**config.mk**
```make
export PLATFORM = sky130hd
export DESIGN_NAME = shdt_ctrl
export DESIGN_NICKNAME = d
export VERILOG_FILES = /design/src/hdl/shdt_pkg.sv /design/src/hdl/shdt_ctrl.sv
export SDC_FILE = /design/constraint.sdc
export NUM_CORES = 1
export LEC_CHECK = 0
export BUFFER_PORTS_ARGS = -buffer_cell sky130_fd_sc_hd__buf_4
export CAP_MARGIN = 25
export CORE_AREA = 2 2 39 41
export DETAILED_ROUTE_END_ITERATION = 10
export DIE_AREA = 0 0 41 43
export RECOVER_POWER = 100
export SYNTH_ARGS = -nofsm -noshare
export SYNTH_HDL_FRONTEND = slang
export SYNTH_SLANG_ARGS = --single-unit
```
**constraint.sdc**
```tcl
create_clock -name clk -period 1.2 [get_ports clk]
set_input_delay 0.12 -clock clk [delete_from_list [all_inputs] [get_ports clk]]
set_output_delay 0.12 -clock clk [all_outputs]
set_load 0.02 [all_outputs]
```
**src/hdl/shdt_pkg.sv**
```systemverilog
// Shared types and constants for the string hash direct-mapped table.
`timescale 1ns / 1ps
package shdt_pkg;

  localparam int HASH_W   = 64;   // running hash width
  localparam int HASH_CNT_W = 6;  // remainder steps, one hash bit each
  localparam int ENT_W    = 9;    // table_entries register width
  localparam int EB_W     = 4;    // element_bytes register width
  localparam int CFG_W    = 9;    // widest config register
  localparam int CFG_IDX_W = 2;
  localparam int SLOT_W   = 8;    // slot_index port width
  localparam int DATA_W   = 64;   // value port width

  // Operation codes carried on the last item
  localparam logic [2:0] MODE_SET_VAL = 3'd0;
  localparam logic [2:0] MODE_GET_VAL = 3'd1;
  localparam logic [2:0] MODE_SET_PTR = 3'd2;
  localparam logic [2:0] MODE_GET_PTR = 3'd3;
  localparam logic [2:0] MODE_FILL    = 3'd4;

  // Config register indexes
  localparam logic [CFG_IDX_W-1:0] CFG_TABLE_ENTRIES = 2'd0;
  localparam logic [CFG_IDX_W-1:0] CFG_ELEMENT_BYTES = 2'd1;
  localparam logic [CFG_IDX_W-1:0] CFG_POINTER_MODE  = 2'd2;

  localparam logic [ENT_W-1:0] TABLE_ENTRIES_RST = 9'd256;
  localparam logic [EB_W-1:0]  ELEMENT_BYTES_RST = 4'd8;

  typedef enum logic [2:0] {
    ST_CLEAR,
    ST_IDLE,
    ST_DIV,
    ST_EXEC,
    ST_FILL,
    ST_RESULT
  } state_t;

  typedef struct packed {
    logic accept;      // input item taken this cycle
    logic div_step;    // one remainder step
    logic issue;       // store write (set) or read (get) at the slot
    logic clear_step;  // zero one entry during the power-up sweep
    logic fill_step;   // write one entry of a fill
    logic out_load;    // load the result register
  } ctrl_cmd_t;

  typedef struct packed {
    logic div_last;
    logic type_err;
    logic is_fill;
    logic clear_last;
    logic fill_last;
    logic out_free;
  } dp_status_t;

endpackage

```
**src/hdl/shdt_ctrl.sv**
```systemverilog
// Controller state machine for the string hash direct-mapped table.
`timescale 1ns / 1ps
module shdt_ctrl (
  input  logic                   clk,
  input  logic                   rst_n,
  input  logic                   in_valid,
  input  logic                   in_last_char,
  input  shdt_pkg::dp_status_t   st,
  output shdt_pkg::ctrl_cmd_t    cmd,
  output logic                   in_stall
);
  import shdt_pkg::*;

  state_t state_r, state_nxt;

  always_ff @(posedge clk) begin
    if (!rst_n) begin
      state_r <= ST_CLEAR;
    end else begin
      state_r <= state_nxt;
    end
  end

  always_comb begin
    state_nxt = state_r;
    unique case (state_r)
      ST_CLEAR: begin
        if (st.clear_last) state_nxt = ST_IDLE;
      end
      ST_IDLE: begin
        if (in_valid && in_last_char) state_nxt = ST_DIV;
      end
      ST_DIV: begin
        if (st.div_last) state_nxt = ST_EXEC;
      end
      ST_EXEC: begin
        if (!st.type_err && st.is_fill) state_nxt = ST_FILL;
        else state_nxt = ST_RESULT;
      end
      ST_FILL: begin
        if (st.fill_last) state_nxt = ST_RESULT;
      end
      ST_RESULT: begin
        if (st.out_free) state_nxt = ST_IDLE;
      end
      default: state_nxt = ST_CLEAR;
    endcase
  end

  always_comb begin
    cmd      = '0;
    in_stall = 1'b1;
    unique case (state_r)
      ST_CLEAR: cmd.clear_step = 1'b1;
      ST_IDLE: begin
        in_stall   = 1'b0;
        cmd.accept = in_valid;
      end
      ST_DIV:  cmd.div_step = 1'b1;
      ST_EXEC: cmd.issue = !st.type_err && !st.is_fill;
      ST_FILL: cmd.fill_step = 1'b1;
      ST_RESULT: cmd.out_load = st.out_free;
      default: cmd = '0;
    endcase
  end

endmodule

```
==> key figures <==
Yosys
  • Synth Cell Area: 275.3 sq um
  • Synth Area in Adders: 0%
  • Yosys warns: 0
  • Mapped Cells: 36
  • Yosys top cell by area: dfxtp_1
  • Post-synth EDFFs: 0
  • Most common cell in the netlist: nor2_1
  • Share of synthesized registers carrying an async set or reset: 0%
  • Netlist cell types: 23
  • Top_reg_cell synth: dfxtp_1
  • Main combinational cell family by area after synthesis: simple AND/OR/NAND/NOR gates
  • Mux contribution to synthesized area: 0%
  • Synth Area in XOR/XNOR: 0%
  • #FFs+latches synth: 3
  • Sequential share of the synthesized area: 21.82%
  • Compound-Gate Fraction of Synth Area: 19.09%
  • Post-Synth Simple-Gate Area: 48.18%
  • Yosys top cell area share: 21.82%
  • Commonest cells post-synth: nor2_1 (5), dfxtp_1 (3), inv_1 (3), nand2b_1 (3)
  • Syn Nets: 46
  • Synth area leaders: dfxtp_1 (22%), nand3_2 (7.3%), nand2b_1 (6.8%), nor2_1 (6.8%), a311oi_2 (5.5%)
  • Synth Area per Inst: 7.646 sq um

Clock tree
  • Clock buffer count from CTS: 3
  • CTS HTree Levels: 1
  • Root Driver: clkbuf_4
  • Clock tree buffer depth: 2
  • TritonCTS clock tree: done
  • Clk sinks: 3
  • CTS clk-pin slew, worst paths: 0.04 ns
  • Clk_lat worst skew: 0.24 ns
  • Hold Buf Count CTS: 0

Placement
  • Port Buffers: 16
  • Final HPWL DP: 537.9 um
  • Dpl cells: 68
  • Placed Area: 422.9 sq um
  • Gp weighted congestion: 0.7180

Finish
  • Non-filler cells, final: 75
  • Design area: 521.8 sq um
  • Layout area overhead: 89.55%
  • Most flops, register: state_r
  • Final #Nets: 70
  • Top Registers: state_r (3)
  • Share of layout cells above drive strength 1: 67.80%
  • Largest register FFs: 3
  • Final core utilization: 37.70%
  • N_diodes: 0

Drt
  • DR WL/cell: 10.71 um
  • Routed WL: 803 um
  • DRT iter0 DRCs: 1
  • Pre-Repair DR Iteration Count: 3
  • DRT antenna net count: 0
  • Vias per cell: 4.547
  • Via Count: 341
  • # DRC: 0

GRT
  • Initial antenna violation count: 0
  • Largest net degree at the start of global routing: 11
  • GRT overflow: 0
  • Vias in the first global route: 343
  • Global-route wire length before repair: 1331 um
  • Gr usage total: 12.01%

Setup path
  • Crit path capture type: output pin
  • Critical Path Fanout Max: 3
  • CP Launch Type: register
  • Setup Crit Path Kind: register to output pin
  • Critical Path RT: 1.08 ns
  • WP data arrival: 1.23 ns

STA
  • Slew Viols, Final: 0
  • Final setup fails: 4
  • Fin Hold WS: 0.1497 ns
  • Final WS setup: -0.1471 ns
  • Slew Limit Headroom: 88.07%
  • Setup TNS: -0.3570 ns
  • Slew @ Worst Pin: 0.1782 ns
  • Fin. Hold Viols: 0
  • Fmax: 742.3 MHz
  • Final Cycle Share: 112.3%
  • Unrepaired setup endpoints after global routing: true
  • Final period demand of the worst path: 1.347 ns
  • Worst-case clock skew: 0.006162 ns

Worst hold path
  • Hold Crit Class: input port to register

Die
  • Die H: 43 um
  • I/O pin cnt: 17
  • Initial Util: 19.89%
  • Die Wd: 41 um
  • Row cnt: 14
  • Full die area: 1763 sq um
  • Core area: 1384 sq um

Status
  • Failing checks: negative setup slack
  • Outcome: complete, but fails checks

Power and ir drop
  • Leak: 0.2320 nW
  • Worst VDD drop: 0.6292 mV
  • P per Cell Area: 1072 nW/um^2

Run
  • Max-cap violations: 0
==> logic make-up (layout without fill, tap and decap cells) <==
| group | count (synthesis) | in the layout |
|---|---|---|
| flip-flops | 3 | 3 |
| buffers and inverters | 5 | 28 |
| AO/OA/AOI/OAI | 7 | 7 |
| AND/OR/NAND/NOR | 21 | 21 |
==> path summary, 6_finish.rpt <==
path,from,to,slack (ns),cells after the start
hold / removal,in_last_char,state_r[1],0.15,3
setup reg to reg,state_r[0],state_r[1],-0.03,7
setup / recovery,state_r[0],cmd[3],-0.15,3
hold reg to reg,state_r[1],state_r[2],0.57,2
==> placed cells by master, fill, tap and decap left out, types with 2 or more instances in the layout <==
cell type  Yosys  final
buf_4          1     18
nor2_1         5      5
clkbuf_4       0      3
buf_6          1      3
nand2_1        2      2
inv_1          3      2
nand2b_1       3      2
nand3_2        2      2
o21ai_1        2      2
dfxtp_2        0      2
==> critical path: stages, from the launching register on <==
cell,delay [ns]
dfxtp_2,0.31
or2b_4,0.29
nor4b_4,0.20
buf_4,0.17
==> per-stage QoR <==
| step | total power [mW] | worst slack (ns) |
|---|---|---|
| finish | 0.5592 | -0.1471 |
| global placement | 0.3098 | 0.09060 |
| global route | 0.6011 | -0.2027 |
| floorplan | 0.2462 | -0.01031 |
| CTS | 0.5429 | -0.1889 |
| detailed placement | 0.3101 | 0.07839 |
==> final cells by class <==
cell class | count | area, sq um
timing repair buffer | 21 | 168.9
inverter | 3 | 11.26
multi-input combinational | 28 | 229.0
sequential | 3 | 66.31
clock buffer | 4 | 26.28
tap | 16 | 20.02
fill | 162 | 862.1
==> per-layer routing <==
layer | vias to the layer above | GRT usage (%) | share of wire [%]
met3 | 2 | 6.283 | 8.5
met4 | 0 | 10.00 | 2.7
met2 | 16 | 16.56 | 49
met1 | 156 | 12.74 | 40
li1 | 167 | - | -
met5 | - | 0 | 0
==> report_power, final <==
part,leakage [nW],switching (mW),internal (mW),total (mW)
Clock,0.0150,0.0638,0.125,0.189
Sequential,0.0261,0.00962,0.109,0.119
Combinational,0.191,0.118,0.133,0.251
==> repair_timing <==
item | 4_1_cts | 5_1_grt
gates resized for setup | 6 | 8
pin swaps | 3 | 3
endpoints found under the setup margin | 6 | 8
setup buffers | 3 | 0
Note: power is estimated with default switching activity, not from simulation.
